`src/hdl/tbsm_pkg.sv`:
```
package tbsm_pkg;

	// Data path sizes
	localparam int CHUNK_BITS    = 64;
	localparam int COLS_PER_BYTE = 8;
	localparam int IN_TDATA_W    = 3 * CHUNK_BITS;
	localparam int OUT_TDATA_W   = 2 * COLS_PER_BYTE;

	// Limits on the size registers
	localparam int MAX_CHUNKS    = 64;
	localparam int MAX_COL_BYTES = 512;
	localparam int MAX_ROWS      = 65536;

	// Register and counter widths
	localparam int CPD_W       = 7;
	localparam int BGR_W       = 10;
	localparam int ROW_W       = 17;
	localparam int CHUNK_IDX_W = 6;
	localparam int COL_IDX_W   = 3;
	localparam int GRP_IDX_W   = 9;
	localparam int ROW_IDX_W   = 16;
	localparam int PCNT_W      = 7;
	localparam int NET_W       = 8;
	localparam int ACC_W       = 14;
	localparam int CFG_IDX_W   = 2;
	localparam int CFG_DATA_W  = 17;

	// Register indexes on the configuration channel
	typedef enum logic [CFG_IDX_W-1:0] {
		CFG_CHUNKS_PER_DOT = 2'd0,
		CFG_GROUPS_PER_ROW = 2'd1,
		CFG_ROW_TOTAL      = 2'd2
	} cfg_idx_t;

	// Size registers after clamping to their legal range
	typedef struct packed {
		logic [CPD_W-1:0] chunks;
		logic [BGR_W-1:0] groups;
		logic [ROW_W-1:0] rows;
	} tbsm_cfg_t;

	// Number of set bits in one chunk
	function automatic logic [PCNT_W-1:0] popcount64(input logic [CHUNK_BITS-1:0] v);
		logic [PCNT_W-1:0] n;
		n = '0;
		for (int i = 0; i < CHUNK_BITS; i++) begin
			n = n + PCNT_W'(v[i]);
		end
		return n;
	endfunction

endpackage

```
`src/hdl/tbsm_cfg_regs.sv`:
```
module tbsm_cfg_regs (
	input  logic                            clk,
	input  logic                            arst_n,
	input  logic                            cfg_valid,
	output logic                            cfg_ready,
	input  logic [tbsm_pkg::CFG_IDX_W-1:0]  cfg_index,
	input  logic [tbsm_pkg::CFG_DATA_W-1:0] cfg_data,
	output tbsm_pkg::tbsm_cfg_t             cfg
);
	import tbsm_pkg::*;

	logic [CPD_W-1:0] chunks_q;
	logic [BGR_W-1:0] groups_q;
	logic [ROW_W-1:0] rows_q;
	logic [CPD_W-1:0] chunks_in;
	logic [BGR_W-1:0] groups_in;
	logic [ROW_W-1:0] rows_in;
	logic             wr;

	assign cfg_ready = 1'b1;
	assign wr        = cfg_valid;

	// Zero reads as one, values past the limit saturate
	always_comb begin
		chunks_in = cfg_data[CPD_W-1:0];
		if (chunks_in == '0) chunks_in = CPD_W'(1);
		else if (chunks_in > CPD_W'(MAX_CHUNKS)) chunks_in = CPD_W'(MAX_CHUNKS);

		groups_in = cfg_data[BGR_W-1:0];
		if (groups_in == '0) groups_in = BGR_W'(1);
		else if (groups_in > BGR_W'(MAX_COL_BYTES)) groups_in = BGR_W'(MAX_COL_BYTES);

		rows_in = cfg_data[ROW_W-1:0];
		if (rows_in == '0) rows_in = ROW_W'(1);
		else if (rows_in > ROW_W'(MAX_ROWS)) rows_in = ROW_W'(MAX_ROWS);
	end

	// Register file; unknown indexes are dropped
	always_ff @(posedge clk or negedge arst_n) begin
		if (!arst_n) begin
			chunks_q <= CPD_W'(1);
			groups_q <= BGR_W'(1);
			rows_q   <= ROW_W'(1);
		end else if (wr) begin
			unique case (cfg_idx_t'(cfg_index))
				CFG_CHUNKS_PER_DOT: chunks_q <= chunks_in;
				CFG_GROUPS_PER_ROW: groups_q <= groups_in;
				CFG_ROW_TOTAL:      rows_q   <= rows_in;
				default: ;
			endcase
		end
	end

	assign cfg.chunks = chunks_q;
	assign cfg.groups = groups_q;
	assign cfg.rows   = rows_q;

endmodule

```
`src/hdl/tbsm_net.sv`:
```
module tbsm_net (
	input  logic                            clk,
	input  logic                            arst_n,
	input  logic                            s_axis_tvalid,
	output logic                            s_axis_tready,
	input  logic [tbsm_pkg::IN_TDATA_W-1:0] s_axis_tdata,
	output logic                            net_valid,
	output logic signed [tbsm_pkg::NET_W-1:0] net,
	input  logic                            net_ready
);
	import tbsm_pkg::*;

	logic                  valid_s1;
	logic [CHUNK_BITS-1:0] ap_s1;
	logic [CHUNK_BITS-1:0] am_s1;
	logic [CHUNK_BITS-1:0] b_s1;
	logic                  valid_s2;
	logic signed [NET_W-1:0] net_s2;
	logic [CHUNK_BITS-1:0] pos;
	logic [CHUNK_BITS-1:0] neg;
	logic signed [NET_W-1:0] net_c;
	logic                  adv_s2;

	// Stage 2 moves when empty or when the accumulator takes its beat
	assign adv_s2        = !valid_s2 || net_ready;
	assign s_axis_tready = !valid_s1 || adv_s2;

	// Input register
	always_ff @(posedge clk or negedge arst_n) begin
		if (!arst_n) begin
			valid_s1 <= 1'b0;
		end else if (s_axis_tready) begin
			valid_s1 <= s_axis_tvalid;
		end
	end

	always_ff @(posedge clk) begin
		if (s_axis_tvalid && s_axis_tready) begin
			ap_s1 <= s_axis_tdata[CHUNK_BITS-1:0];
			am_s1 <= s_axis_tdata[2*CHUNK_BITS-1:CHUNK_BITS];
			b_s1  <= s_axis_tdata[3*CHUNK_BITS-1:2*CHUNK_BITS];
		end
	end

	// Per element sign masks; an element in both planes cancels out
	always_comb begin
		pos   = (ap_s1 | b_s1) & (am_s1 | ~b_s1);
		neg   = (ap_s1 | ~b_s1) & (am_s1 | b_s1);
		net_c = signed'({1'b0, popcount64(pos)}) - signed'({1'b0, popcount64(neg)});
	end

	// Net count register
	always_ff @(posedge clk or negedge arst_n) begin
		if (!arst_n) begin
			valid_s2 <= 1'b0;
		end else if (adv_s2) begin
			valid_s2 <= valid_s1;
		end
	end

	always_ff @(posedge clk) begin
		if (adv_s2 && valid_s1) begin
			net_s2 <= net_c;
		end
	end

	assign net_valid = valid_s2;
	assign net       = net_s2;

endmodule

```
`src/hdl/tbsm_accum.sv`:
```
module tbsm_accum (
	input  logic                              clk,
	input  logic                              arst_n,
	input  tbsm_pkg::tbsm_cfg_t               cfg,
	input  logic                              net_valid,
	input  logic signed [tbsm_pkg::NET_W-1:0] net,
	output logic                              net_ready,
	output logic                              m_axis_tvalid,
	input  logic                              m_axis_tready,
	output logic [tbsm_pkg::OUT_TDATA_W-1:0]  m_axis_tdata,
	output logic                              m_axis_tlast,
	output logic                              m_axis_tuser
);
	import tbsm_pkg::*;

	logic [CHUNK_IDX_W-1:0]   chunk_idx_q;
	logic signed [ACC_W-1:0]  acc_q;
	logic [COL_IDX_W-1:0]     col_q;
	logic [GRP_IDX_W-1:0]     grp_q;
	logic [ROW_IDX_W-1:0]     row_q;
	logic [COLS_PER_BYTE-1:0] plus_q;
	logic [COLS_PER_BYTE-1:0] minus_q;

	logic                     out_valid_q;
	logic [COLS_PER_BYTE-1:0] out_plus_q;
	logic [COLS_PER_BYTE-1:0] out_minus_q;
	logic                     out_row_done_q;
	logic                     out_mat_done_q;

	logic                     dot_end;
	logic                     emit;
	logic                     row_end;
	logic                     mat_end;
	logic                     take;
	logic signed [ACC_W-1:0]  acc_sum;
	logic [COLS_PER_BYTE-1:0] col_bit;
	logic [COLS_PER_BYTE-1:0] plus_next;
	logic [COLS_PER_BYTE-1:0] minus_next;

	// Group boundaries; a counter at or past a lowered limit closes its group
	always_comb begin
		dot_end = ({1'b0, chunk_idx_q} + CPD_W'(1)) >= cfg.chunks;
		emit    = dot_end && (col_q == COL_IDX_W'(COLS_PER_BYTE - 1));
		row_end = ({1'b0, grp_q} + BGR_W'(1)) >= cfg.groups;
		mat_end = row_end && (({1'b0, row_q} + ROW_W'(1)) >= cfg.rows);
	end

	// A beat that closes a byte needs room in the output register
	assign net_ready = !emit || !out_valid_q || m_axis_tready;
	assign take      = net_valid && net_ready;

	// Accumulate and mark the column sign
	always_comb begin
		acc_sum    = acc_q + ACC_W'(net);
		col_bit    = COLS_PER_BYTE'(1) << col_q;
		plus_next  = plus_q;
		minus_next = minus_q;
		if (acc_sum > 0) plus_next = plus_q | col_bit;
		else if (acc_sum < 0) minus_next = minus_q | col_bit;
	end

	// Position counters and partial bytes
	always_ff @(posedge clk or negedge arst_n) begin
		if (!arst_n) begin
			chunk_idx_q <= '0;
			acc_q       <= '0;
			col_q       <= '0;
			grp_q       <= '0;
			row_q       <= '0;
			plus_q      <= '0;
			minus_q     <= '0;
		end else if (take) begin
			if (!dot_end) begin
				chunk_idx_q <= chunk_idx_q + CHUNK_IDX_W'(1);
				acc_q       <= acc_sum;
			end else begin
				chunk_idx_q <= '0;
				acc_q       <= '0;
				if (!emit) begin
					col_q   <= col_q + COL_IDX_W'(1);
					plus_q  <= plus_next;
					minus_q <= minus_next;
				end else begin
					col_q   <= '0;
					plus_q  <= '0;
					minus_q <= '0;
					if (row_end) begin
						grp_q <= '0;
						row_q <= mat_end ? '0 : row_q + ROW_IDX_W'(1);
					end else begin
						grp_q <= grp_q + GRP_IDX_W'(1);
					end
				end
			end
		end
	end

	// Output register
	always_ff @(posedge clk or negedge arst_n) begin
		if (!arst_n) begin
			out_valid_q <= 1'b0;
		end else if (take && emit) begin
			out_valid_q <= 1'b1;
		end else if (m_axis_tready) begin
			out_valid_q <= 1'b0;
		end
	end

	always_ff @(posedge clk) begin
		if (take && emit) begin
			out_plus_q     <= plus_next;
			out_minus_q    <= minus_next;
			out_row_done_q <= row_end;
			out_mat_done_q <= mat_end;
		end
	end

	assign m_axis_tvalid = out_valid_q;
	assign m_axis_tdata  = {out_minus_q, out_plus_q};
	assign m_axis_tlast  = out_row_done_q;
	assign m_axis_tuser  = out_mat_done_q;

endmodule

```
`src/hdl/ternary_binary_sign_matmul.sv`:
```
// The beat that closes a byte's eighth column passes the input, net and output registers.
// Throughput: one chunk beat per cycle while m_axis_tready does not stall the output; the
// input register, popcount stage and accumulator stage each advance when the next has room.
// Reset (arst_n low): counters, accumulator and partial bytes clear, all three size
// registers return to one, and no beat is held in the pipeline.
module ternary_binary_sign_matmul (
	input  logic                             clk,
	input  logic                             arst_n,
	input  logic                             s_axis_tvalid,
	output logic                             s_axis_tready,
	// a_plus_chunk [63:0], a_minus_chunk [127:64], b_chunk [191:128]
	input  logic [tbsm_pkg::IN_TDATA_W-1:0]  s_axis_tdata,
	output logic                             m_axis_tvalid,
	input  logic                             m_axis_tready,
	// plus_bits [7:0], minus_bits [15:8]
	output logic [tbsm_pkg::OUT_TDATA_W-1:0] m_axis_tdata,
	output logic                             m_axis_tlast,
	// matrix_done [0]
	output logic                             m_axis_tuser,
	input  logic                             cfg_valid,
	output logic                             cfg_ready,
	input  logic [tbsm_pkg::CFG_IDX_W-1:0]   cfg_index,
	input  logic [tbsm_pkg::CFG_DATA_W-1:0]  cfg_data
);
	import tbsm_pkg::*;

	tbsm_cfg_t         cfg;
	logic              net_valid;
	logic              net_ready;
	logic signed [NET_W-1:0] net;

	tbsm_cfg_regs u_cfg (
		.clk       (clk),
		.arst_n    (arst_n),
		.cfg_valid (cfg_valid),
		.cfg_ready (cfg_ready),
		.cfg_index (cfg_index),
		.cfg_data  (cfg_data),
		.cfg       (cfg)
	);

	tbsm_net u_net (
		.clk           (clk),
		.arst_n        (arst_n),
		.s_axis_tvalid (s_axis_tvalid),
		.s_axis_tready (s_axis_tready),
		.s_axis_tdata  (s_axis_tdata),
		.net_valid     (net_valid),
		.net           (net),
		.net_ready     (net_ready)
	);

	tbsm_accum u_accum (
		.clk           (clk),
		.arst_n        (arst_n),
		.cfg           (cfg),
		.net_valid     (net_valid),
		.net           (net),
		.net_ready     (net_ready),
		.m_axis_tvalid (m_axis_tvalid),
		.m_axis_tready (m_axis_tready),
		.m_axis_tdata  (m_axis_tdata),
		.m_axis_tlast  (m_axis_tlast),
		.m_axis_tuser  (m_axis_tuser)
	);

endmodule

```
`config.mk`:
```
export PLATFORM = sky130hd
export DESIGN_NAME = ternary_binary_sign_matmul
export DESIGN_NICKNAME = d
export VERILOG_FILES = /design/src/hdl/tbsm_pkg.sv /design/src/hdl/tbsm_cfg_regs.sv /design/src/hdl/tbsm_net.sv /design/src/hdl/tbsm_accum.sv /design/src/hdl/ternary_binary_sign_matmul.sv
export SDC_FILE = /design/constraint.sdc
export NUM_CORES = 1
export LEC_CHECK = 0
export BUFFER_PORTS_ARGS = -buffer_cell sky130_fd_sc_hd__buf_2
export CORE_ASPECT_RATIO = 2
export CORE_UTILIZATION = 50
export CTS_BUF_LIST = sky130_fd_sc_hd__clkbuf_8
export DETAILED_ROUTE_END_ITERATION = 8
export GPL_ROUTABILITY_DRIVEN = 0
export GPL_TIMING_DRIVEN = 0
export PLACE_DENSITY = 0.7
export SLEW_MARGIN = 20
export SYNTH_ARGS = -nofsm -noshare
export SYNTH_HDL_FRONTEND = slang
export SYNTH_HIERARCHICAL = 1
export SYNTH_SLANG_ARGS = --single-unit
```
`constraint.sdc`:
```
create_clock -name clk -period 9.16 [get_ports clk]
set_clock_uncertainty 0.15 [all_clocks]
set_input_delay 0.916 -clock clk [delete_from_list [all_inputs] [get_ports clk]]
set_output_delay 0.916 -clock clk [all_outputs]
set_load 0.01 [all_outputs]
```
---- After elaboration in Yosys (flattened, before gate mapping) ----
Index checks and enable logic that the tools add are counted.
storage, ports and cells
  input port bits ......................... 216
  word-level logic and storage cells ...... 220
  output and inout bits ................... 21
  flip-flop bits (word level) ............. 319
cells by class
  $add $sub $neg .......................... 135
  reductions and logical operators ........ 25
  shift-type cells ........................ 1
  bitwise operators ....................... 9
  equal/unequal tests ..................... 3
  multiplexer cells ....................... 18
  order comparisons ....................... 8
operators with widths
  cell                                                             number
  adder 7 x 1 -> 7 bit                                             124
  bitwise OR 64 bit                                                4
  AND 64 bit                                                       2
  inverter 64 bit                                                  1
  2-to-1 mux 8 bit                                                 5
  2-to-1 mux 17 bit                                                2
  2-to-1 mux 10 bit                                                2
  adder 16 x 1 -> 17 bit (second input constant)                   1
  greater-or-equal comparator 17 bit                               1
  greater-than comparator 17 bit (second input constant)           1
  logical NOT 17 bit                                               1
  adder 16 x 1 -> 16 bit (second input constant)                   1
  2-to-1 mux 16 bit                                                1
  bitwise OR 8 bit                                                 2
  adder 14 x 8 -> 14 bit                                           1
  greater-than comparator 14 x 1 -> 1 bit (second input constant)  1
  less-than comparator 14 x 1 -> 1 bit (second input constant)     1
  2-to-1 mux 14 bit                                                1
  2-to-1 mux 7 bit                                                 2
  adder 9 x 1 -> 10 bit (second input constant)                    1
  greater-or-equal comparator 10 bit                               1
  greater-than comparator 10 bit (second input constant)           1
  logical NOT 10 bit                                               1
  adder 9 x 1 -> 9 bit (second input constant)                     1
  24 further kinds                                                 40

---- Longest topological paths before layout ----
Gate-level depths: netlist of the first run.
  depth after elaboration ................. 67
  gate-level depth with buffers ........... 25
  mapped depth without buffers ............ 25

---- Modules after synthesis ----
Netlist of the first run, hierarchy kept.
modules (own cells, without submodules)
  module         times used  area an instance (um^2)  sequential area each (um^2)  cells each
  tbsm_net       1           10,752.8                 6,055.8                      629
  tbsm_accum     1           5,260.0                  2,167.1                      536
  tbsm_cfg_regs  1           1,445.1                  854.6                        149

---- Worst setup path after synthesis of the first run ----
Ideal clock, no wire load.
  path kind ............................... reg-to-reg
  start point ............................. register u_net.b_s1[49]
  end point ............................... register u_net.net_s2[6] (netlist: u_net/net[6]), data pin
  data required time ...................... 8,752 ps
  clock period less this slack ............ 7,565 ps
  stages on the path, launching flop included .. 26
  library setup time ...................... 258 ps
  arrival time ............................ 7,157 ps
  slack ................................... 1,595 ps
  buffers on the path ..................... 0
  path through ............................ edfxtp_1 mux2_2 fa_1 inv_1 fa_1 inv_1 fa_1 inv_1 fa_1 inv_1 fa_1 inv_1 fa_1 fa_1 inv_1 fa_1 inv_1 fa_1 fa_1 inv_1 ha_1 fa_1 a21oi_1 o211ai_1 a21oi_1 xnor2_1
on the way
  cells in the longest elaborated chain, start to end .. 19
  elaborated cells on any way between the ends .. 38
  classes of those cells .................. 31 x add/sub; 7 x bitwise
RTL lines
  what                                  line                            source
  from (decl)                           tbsm_net.sv:16                  logic [CHUNK_BITS-1:0] b_s1;
  from (signal assigned)                tbsm_net.sv:41                  b_s1 <= s_axis_tdata[3*CHUNK_BITS-1:2*CHUNK_BITS];
  inverter 64 bit                       tbsm_net.sv:47, tbsm_net.sv:48
  bitwise OR 64 bit (on tied branches)  tbsm_net.sv:47, tbsm_net.sv:48
  AND 64 bit (on tied branches)         tbsm_net.sv:47, tbsm_net.sv:48
  adder 7 x 1 -> 7 bit (15 in a row)    tbsm_pkg.sv:47                  n = n + PCNT_W'(v[i]);
  subtractor 7 x 7 -> 8 bit *           tbsm_net.sv:49                  net_c = signed'({1'b0, popcount64(pos)}) - signed'({1'b0, popcount64(neg)});
  named net u_net.net_c[6]              tbsm_net.sv:21                  logic signed [NET_W-1:0] net_c;
  to (signal assigned)                  tbsm_net.sv:63                  net_s2 <= net_c;
  to (decl)                             tbsm_net.sv:18                  logic signed [NET_W-1:0] net_s2;
The timed path passes the listed nets; every way through them passes the cells marked *.
A chain may end at the register's enable or synchronous reset.

---- Final worst setup path of the first run ----
  start point ............................. register u_net.b_s1[13]
  end point ............................... register u_net.net_s2[6] (netlist: u_net/net[6]), data pin
on the way
  cells in the longest elaborated chain, start to end .. 55
  elaborated cells on any way between the ends .. 110
  classes of those cells .................. 103 x add/sub; 7 x bitwise
RTL lines
  what                                  line
  inverter 64 bit                       tbsm_net.sv:47, tbsm_net.sv:48
  bitwise OR 64 bit (on tied branches)  tbsm_net.sv:47, tbsm_net.sv:48
  AND 64 bit (on tied branches)         tbsm_net.sv:47, tbsm_net.sv:48
  adder 7 x 1 -> 7 bit (51 in a row)    tbsm_pkg.sv:47
  subtractor 7 x 7 -> 8 bit *           tbsm_net.sv:49
  named net u_net.net_c[6]              tbsm_net.sv:21
Marked as above.

==> results.sh, run 1 <==
export IMPL_avgSynthCellArea_um2=13.29
export IMPL_ys_flop_type="edfxtp_1"
export IMPL_cts_repair_resized=0
export IMPL_fillers=2831
export IMPL_grt_antenna_before_repair=8
export IMPL_routedWlPerCell_um=18.40
export IMPL_path_class="reg2reg"
export IMPL_start_util_pct=50.82
export IMPL_synthCells=1314
export IMPL_crit_arrival_ns=8.29
export IMPL_grt_pass1_vias=11690
export IMPL_cts_max_path_buffers=3
export IMPL_seqCellArea_um2=9077
export IMPL_post_cts_setup_buffer_count=0
export IMPL_worst_slack_ns=1.038
export IMPL_overflow=0
export IMPL_cp_max_fo=2
export IMPL_dp_cells=1994
export IMPL_core_um2=34350
export IMPL_synth_cell_type_count=62
export IMPL_async_flop_share_pct=31.66
export IMPL_multi_input_area_um2=7590
export IMPL_clk_latency_ns=0.58
export IMPL_layout_commonest_cell="buf_2"
export IMPL_grt_max_degree=78
export IMPL_finalNetCount=2016
export IMPL_route_detailed_drc=0
export IMPL_ctsHoldBuffers=0
export IMPL_htreeDepth=2
export IMPL_period_needed_ns=8.122
export IMPL_hp_class="in2async"
export IMPL_clock_sinks=319
export IMPL_drive_gt1_share_pct=24.25
export IMPL_syn_num_nets=1730
export IMPL_ant_nets=0
export IMPL_ios=237
export IMPL_status="finished clean"
export IMPL_viasPerCell=5.276
export IMPL_fp_dieW_um=134.1
export IMPL_final_cell_count_no_fill=2085
export IMPL_slew_violations=0
export IMPL_die_h_um=266.3
export IMPL_wl_um=38360
export IMPL_start_kind="flop"
export IMPL_grt_use_total_pct=22.19
export IMPL_dp_hpwl_um=30810
export IMPL_rsz0062_at_grt="false"
export IMPL_syn_area_um2=17460
export IMPL_dr_pass1_iters=4
export IMPL_synth_sequential_area_ratio_pct=52.00
export IMPL_synth_seq_cells=319
export IMPL_syn_to_final_growth_pct=16.28
export IMPL_synth_edf_count=218
export IMPL_vias=11000
export IMPL_drv_cap=0
export IMPL_timing_hold_violations_final=0
export IMPL_tns_ns=0
export IMPL_grt_pass1_wl_um=58950
export IMPL_layout_common_cells="buf_2, edfxtp_1, inv_1"
export IMPL_cts_tree="done"
export IMPL_cp_data_required_time_ns=9.33
export IMPL_fmax_ghz=0.1231
export IMPL_setup_viol=0
export IMPL_clkSlewWorstSetupHoldPaths_ns=0.07
export IMPL_drt_initial_drc_count=328
export IMPL_worstMarginPinSlew_ns=0.6823
export IMPL_port_buffers=235
export IMPL_dieArea_um2=35710
export IMPL_yosysWarnings=6
export IMPL_cts_buffers=45
export IMPL_cp_end_kind="flop"
export IMPL_post_route_period_util_pct=88.66
export IMPL_yosys_top_cells_area="edfxtp_1, dfrtp_1, fa_1, ha_1, mux2_2"
export IMPL_slew_headroom_pct=53.21
export IMPL_synth_largest_area_cell="edfxtp_1"
export IMPL_core_rowCount=96
export IMPL_synth_top_area_share_pct=37.50
export IMPL_preCtsSetupSlack_ns=0.9275
export IMPL_cts_root_buf="clkbuf_8"
==> synth_stat cells (17+ instances only) <==
master and number:
xnor2_1 22, a22o_1 26, ha_1 82, a21oi_1 23
nand2b_1 26, o31ai_1 17, mux2i_1 66, clkbuf_1 26
fa_1 118, nand3_1 23, nor2_1 33, nand2_1 81
edfxtp_1 218, dfrtp_1 98, a21o_1 18, mux2_2 63
o21ai_0 59, inv_1 177, xor2_1 21
==> worst max-delay path, stage by stage (launching register included) <==
cell      delay, ns
edfxtp_1       0.41
mux2i_1        0.41
fa_1           0.53
inv_1          0.10
fa_1           0.44
fa_1           0.61
fa_1           0.55
inv_1          0.05
fa_1           0.50
fa_1           0.53
inv_1          0.05
fa_1           0.48
fa_1           0.61
inv_1          0.08
fa_1           0.50
fa_1           0.55
inv_1          0.04
ha_1           0.22
fa_1           0.41
a21oi_1        0.24
o211ai_1       0.12
a21oi_1        0.21
xnor2_1        0.09
==> logic make-up (layout without fill, tap and decap cells) <==
logic type                 after synthesis  count (layout)  synth area share [%]
DFF                                    319             319                 52.00
and+or+nand+nor                        223             223                 6.457
buffers and inverters                  208             531                 4.544
adders and majority gates              200             200                 19.41
AOI/OAI and AO/OA                      190             190                 7.475
muxes                                  129             129                 7.848
xor gates and xnor gates                44              44                 2.250
other                                    1               8               0.02148
==> path summary, 6_finish.rpt <==
| path | from | end | slack [ns] | cells after the start |
|---|---|---|---|---|
| worst max-delay path | u_net/b_s1[13] | u_net/net[6] | 1.04 | 22 |
| worst min-delay path | arst_n | u_accum/minus_q[6] | 0.05 | 1 |
| worst max register to register | u_net/b_s1[13] | u_net/net[6] | 1.04 | 22 |
| worst min register to register | u_cfg/groups_q[6] | u_cfg/groups_q[6] | 0.34 | 2 |
| max in group asynchronous | arst_n | u_cfg/groups_q[0] | 8.09 | 2 |
| min in group clk | u_cfg/groups_q[6] | u_cfg/groups_q[6] | 0.34 | 2 |
==> final cells by class <==
cell class              instances  share of cell area [%]
repair buffers                239                   6.367
clock inverters                33                   1.350
plain buffers                  29                  0.6040
multi-input cells             787                   37.39
inverters                     179                   3.310
clock buffers                  51                   3.458
well taps                     441                   2.718
diodes                          7                 0.08629
flip-flops and latches        319                   44.72
==> layer usage <==
metal	global-route usage, %	vias up	part of all wire, %
met5	0	-	0.036
met4	14.30	2	6.6
li1	-	5162	-
met3	3.311	104	3.7
met2	44.84	329	59
met1	19.47	5403	31
==> metrics by stage <==
step                hold slack, ns  cell area, um^2  utilization (%)
floorplan                   0.2985            17460                -
global placement            0.3141            19190            55.85
detailed placement          0.3157            19310            56.20
CTS                        0.01265            20280            59.04
global route               0.03426            20300            59.09
finish                     0.04918            20300            59.09
==> state kept, by name, indices dropped and copies added, names as in the netlist, 3 cells and up <==
register / flops
u_accum/out_plus_q: 8
u_net/b_s1: 64
u_accum/out_minus_q: 8
u_accum/col_q: 3
u_accum/grp_q: 9
u_accum/row_q: 16
u_net/ap_s1: 64
u_accum/chunk_idx_q: 6
u_accum/acc_q: 14
u_accum/plus_q: 8
u_net/am_s1: 64
u_cfg/chunks_q: 7
u_net/net: 8
u_cfg/groups_q: 10
u_cfg/rows_q: 17
u_accum/minus_q: 8
Power of run 1 is left out: the tool's default activity adds up to more than one toggle a clock period on the data nets, which glitch-free logic cannot reach.
==> run 2, diff against run 1 <==
- CORE_UTILIZATION: 50 -> 40
- PLACE_DENSITY: 0.7 -> 0.58
==> results.sh, run 2 (synthesis results as in run 1) <==
export IMPL_status="finished clean"
export IMPL_fmax_ghz=0.1251
export IMPL_crit_chain="mux2_2 -> fa_1 -> fa_1 -> inv_1 -> fa_1 -> fa_1 -> fa_1 -> fa_1 -> fa_1 -> fa_1 -> inv_1 -> fa_1 -> fa_1 -> inv_1 -> ha_1 -> fa_1 -> a21oi_1 -> o211ai_1 -> a21oi_1 -> xnor2_1"
export IMPL_routedWlPerCell_um=18.88
export IMPL_cts_root_buf="clkbuf_8"
export IMPL_drt_initial_drc_count=350
export IMPL_cts_max_path_buffers=3
export IMPL_clock_sinks=319
export IMPL_core_um2=42840
export IMPL_path_class="reg2reg"
export IMPL_clkSlewWorstSetupHoldPaths_ns=0.07
export IMPL_vias=10840
export IMPL_setup_viol=0
export IMPL_start_kind="flop"
export IMPL_overflow=0
export IMPL_grt_use_total_pct=19.04
export IMPL_preCtsSetupSlack_ns=1.048
export IMPL_r2r_start="u_net/b_s1[1]"
export IMPL_grt_pass1_vias=11930
export IMPL_ctsHoldBuffers=0
export IMPL_hp_class="in2async"
export IMPL_slew_violations=0
export IMPL_tns_ns=0
export IMPL_route_detailed_drc=0
export IMPL_dpl_cell_area_um2=19430
export IMPL_cp_end_kind="flop"
export IMPL_post_route_period_util_pct=87.26
export IMPL_crit_arrival_ns=8.19
export IMPL_worstMarginPinSlew_ns=0.6850
export IMPL_fillers=3898
export IMPL_slew_headroom_pct=53.73
export IMPL_core_rowCount=107
export IMPL_crit_top_cell="fa_1"
export IMPL_rsz0062_at_grt="false"
export IMPL_cp_data_required_time_ns=9.36
export IMPL_port_buffers=235
export IMPL_start_util_pct=40.75
export IMPL_dp_hpwl_um=33280
export IMPL_cts_buffers=48
export IMPL_dr_pass1_iters=4
export IMPL_cp_max_fo=2
export IMPL_post_cts_setup_buffer_count=0
export IMPL_timing_hold_violations_final=0
export IMPL_fp_dieW_um=149.7
export IMPL_worst_slack_ns=1.167
export IMPL_syn_to_final_growth_pct=17.02
export IMPL_holdWs_ns=0.1111
export IMPL_ant_nets=0
export IMPL_cts_tree="done"
export IMPL_drive_gt1_share_pct=24.27
export IMPL_cts_repair_resized=0
export IMPL_viasPerCell=4.948
export IMPL_grt_max_degree=62
export IMPL_rr_worst_depth=20
export IMPL_timing_rr_end="u_net/net[6]"
export IMPL_clk_latency_ns=0.60
export IMPL_drv_cap=0
export IMPL_dieArea_um2=44540
export IMPL_htreeDepth=2
export IMPL_grt_pass1_wl_um=63200
export IMPL_wl_um=41350
export IMPL_period_needed_ns=7.993
export IMPL_regToRegSetupSlack_ns=1.17
export IMPL_fin_area_um2=20430
export IMPL_critPathMaxStageDelay_ns=0.58
export IMPL_top_regs="u_net/am_s1: 64 flops, u_net/ap_s1: 64 flops, u_net/b_s1: 64 flops"
export IMPL_layout_common_cells="buf_2, edfxtp_1, inv_1"
export IMPL_crit_slowest_cell="fa_1"
export IMPL_ios=237
export IMPL_die_h_um=297.5
export IMPL_layout_commonest_cell="buf_2"
export IMPL_finalNetCount=2019
export IMPL_grt_antenna_before_repair=5
[run 2: cell count changes in the layout (fill, tap and decap cells not counted), sizes merged]
cell	before	now
diode	7	5
clkinv	18	14
clkinvlp	1	5
inv	188	192
bufinv	5	4
[run 2: worst max path at each step]
stage / startpoint / end / slack [ns]
2_1_floorplan: u_net/b_s1[49] / u_net/net[6] / 1.60
3_3_place_gp: u_accum/chunk_idx_q[0] / u_net/b_s1[21] / 0.12
3_5_place_dp: u_net/b_s1[55] / u_net/net[6] / 1.05
4_1_cts: u_net/b_s1[55] / u_net/net[6] / 1.05
5_1_grt: u_net/b_s1[55] / u_net/net[6] / 0.79
6_report: u_net/b_s1[1] / u_net/net[6] / 1.17
[run 2: area by class of cell]
type,instances,area (um^2),share of cell area (%)
tap,545,681.9,3.338
timing repair buffer,239,1285,6.290
antenna,5,12.51,0.06124
clock buffer,51,701.9,3.436
inverter,179,671.9,3.289
multi-input combinational,787,7590,37.15
buffer,29,122.6,0.6002
clock inverter,36,286.5,1.402
sequential,319,9077,44.43
[run 2: critical path: cells and delay by family, from the launching register on]
family                     cells  cell delay (ns)
adders and majority gates     12             6.04
AOI/OAI and AO/OA              3             0.55
muxes                          1             0.40
xor gates and xnor gates       1             0.08
buffers and inverters          3             0.16
DFF                            1             0.36
[run 2: per-stage QoR]
step | util, % | instances
6_report | 47.69 | 2190
4_1_cts | 47.66 | 2185
3_3_place_gp | 45.09 | 2094
5_1_grt | 47.68 | 2189
2_1_floorplan | - | 1314
3_5_place_dp | 45.35 | 2098
[run 2: metal layers]
metal / up-vias / wire, um / global-route usage [%]
met1: 5317 / 12550 / 16.41
met4: 2 / 1848 / 8.730
met2: 261 / 25140 / 39.85
li1: 5169 / - / -
met3: 88 / 1792 / 3.206
met5: - / 13 / 0
Power of run 2 is left out for the same reason.
==> run 3, diff against run 2 <==
- CORE_UTILIZATION: 40 -> 59
- PLACE_DENSITY: 0.58 -> 0.8
==> results.sh, run 3 (synthesis results as in run 1) <==
export IMPL_viasPerCell=5.525
export IMPL_crit_chain="mux2i_1 -> fa_1 -> inv_1 -> fa_1 -> fa_1 -> fa_1 -> inv_1 -> fa_1 -> fa_1 -> inv_1 -> fa_1 -> fa_1 -> inv_1 -> fa_1 -> fa_1 -> inv_1 -> ha_1 -> fa_1 -> a21oi_1 -> o211ai_1 -> a21oi_1 -> xnor2_1"
export IMPL_worstMarginPinSlew_ns=0.7286
export IMPL_port_buffers=235
export IMPL_wl_um=37640
export IMPL_rsz0062_at_grt="false"
export IMPL_cts_tree="done"
export IMPL_htreeDepth=2
export IMPL_dp_hpwl_um=30030
export IMPL_syn_to_final_growth_pct=15.01
export IMPL_cts_root_buf="clkbuf_8"
export IMPL_cp_data_required_time_ns=9.35
export IMPL_route_detailed_drc=0
export IMPL_fp_dieW_um=123.6
export IMPL_status="finished clean"
export IMPL_routedWlPerCell_um=18.80
export IMPL_cp_end_kind="flop"
export IMPL_dr_pass1_iters=5
export IMPL_final_cell_count_no_fill=2002
export IMPL_hp_class="in2async"
export IMPL_crit_arrival_ns=8.16
export IMPL_grt_max_degree=80
export IMPL_top_regs="u_net/am_s1: 64 flops, u_net/ap_s1: 64 flops, u_net/b_s1: 64 flops"
export IMPL_clock_sinks=319
export IMPL_ctsHoldBuffers=0
export IMPL_post_cts_setup_buffer_count=0
export IMPL_cts_max_path_buffers=3
export IMPL_core_rowCount=88
export IMPL_start_kind="flop"
export IMPL_vias=11060
export IMPL_tns_ns=0
export IMPL_layout_common_cells="buf_2, edfxtp_1, inv_1"
export IMPL_crit_slowest_cell="fa_1"
export IMPL_post_route_period_util_pct=86.98
export IMPL_start_util_pct=60.29
export IMPL_fmax_ghz=0.1255
export IMPL_core_um2=28960
export IMPL_grt_pass1_wl_um=57840
export IMPL_crit_top_cell="fa_1"
export IMPL_setup_viol=0
export IMPL_die_h_um=245.3
export IMPL_slew_headroom_pct=50.78
export IMPL_layout_commonest_cell="buf_2"
export IMPL_overflow=0
export IMPL_clk_latency_ns=0.58
export IMPL_drv_cap=0
export IMPL_grt_use_total_pct=25.80
export IMPL_slew_violations=0
export IMPL_grt_pass1_vias=12040
export IMPL_period_needed_ns=7.967
export IMPL_clkSlewWorstSetupHoldPaths_ns=0.07
export IMPL_drive_gt1_share_pct=23.93
export IMPL_ant_nets=0
export IMPL_dp_cells=1913
export IMPL_critPathMaxStageDelay_ns=0.58
export IMPL_cp_max_fo=2
export IMPL_dieArea_um2=30320
export IMPL_timing_hold_violations_final=0
export IMPL_path_class="reg2reg"
export IMPL_cts_buffers=45
export IMPL_ios=237
export IMPL_finalNetCount=2016
export IMPL_grt_antenna_before_repair=9
export IMPL_drt_initial_drc_count=461
export IMPL_cts_repair_resized=0
-- run 3: cell count changes in the layout (fill, tap and decap cells not counted), sizes merged --
cell,change
clkbuf,-1
inv,-1
clkinvlp,-3
bufinv,-3
clkinv,+2
diode,+3
-- run 3: metal layers --
layer / global-route usage, % / wire length, um / share of wire (%) / up-vias
met2: 51.32 / 22260 / 59 / 306
met5: 0 / 13 / 0.035 / -
met1: 22.18 / 11490 / 31 / 5472
met3: 3.717 / 1355 / 3.6 / 127
met4: 17.40 / 2522 / 6.7 / 2
li1: - / - / - / 5154
-- run 3: final timing paths --
| check | slack [ns] | start | endpoint | cells past startpoint |
|---|---|---|---|---|
| setup / recovery | 1.19 | u_net/b_s1[17] | u_net/net[6] | 22 |
| hold / removal | 0.05 | arst_n | u_accum/minus_q[4] | 1 |
| setup reg to reg | 1.19 | u_net/b_s1[17] | u_net/net[6] | 22 |
| hold reg to reg | 0.33 | u_cfg/rows_q[8] | u_cfg/rows_q[8] | 2 |
| max in group asynchronous | 8.11 | arst_n | u_cfg/rows_q[0] | 2 |
| min in group clk | 0.33 | u_cfg/rows_q[8] | u_cfg/rows_q[8] | 2 |
-- run 3: area by class of cell --
type	instances	area, um^2
Timing Repair Buffer	239	1292
Inverter	179	671.9
Sequential cell	319	9077
Antenna cell	8	20.02
Multi-Input combinational cell	787	7590
Tap cell	360	450.4
Clock buffer	50	688.2
Clock inverter	31	166.4
Fill cell	2017	8879
Buffer	29	122.6
-- run 3: critical path: cells and delay by family (launching register included) --
kind	cells	cell delay [ns]
fa+ha+maj	12	5.90
compound gates	3	0.50
mux	1	0.30
buf+inv	5	0.37
xor+xnor	1	0.09
flops	1	0.42
-- run 3: metrics by stage --
| step | instance area, um^2 | util, % | worst slack (ns) | hold slack, ns |
|---|---|---|---|---|
| floorplan | 17460 | - | 1.595 | 0.2985 |
| global placement | 19080 | 65.90 | 0.1953 | 0.3124 |
| detailed placement | 19200 | 66.32 | 1.087 | 0.3201 |
| CTS | 20060 | 69.27 | 1.094 | 0.01250 |
| global route | 20080 | 69.34 | 0.9040 | 0.03870 |
| finish | 20080 | 69.34 | 1.193 | 0.04678 |
Power of run 3 is left out for the same reason.
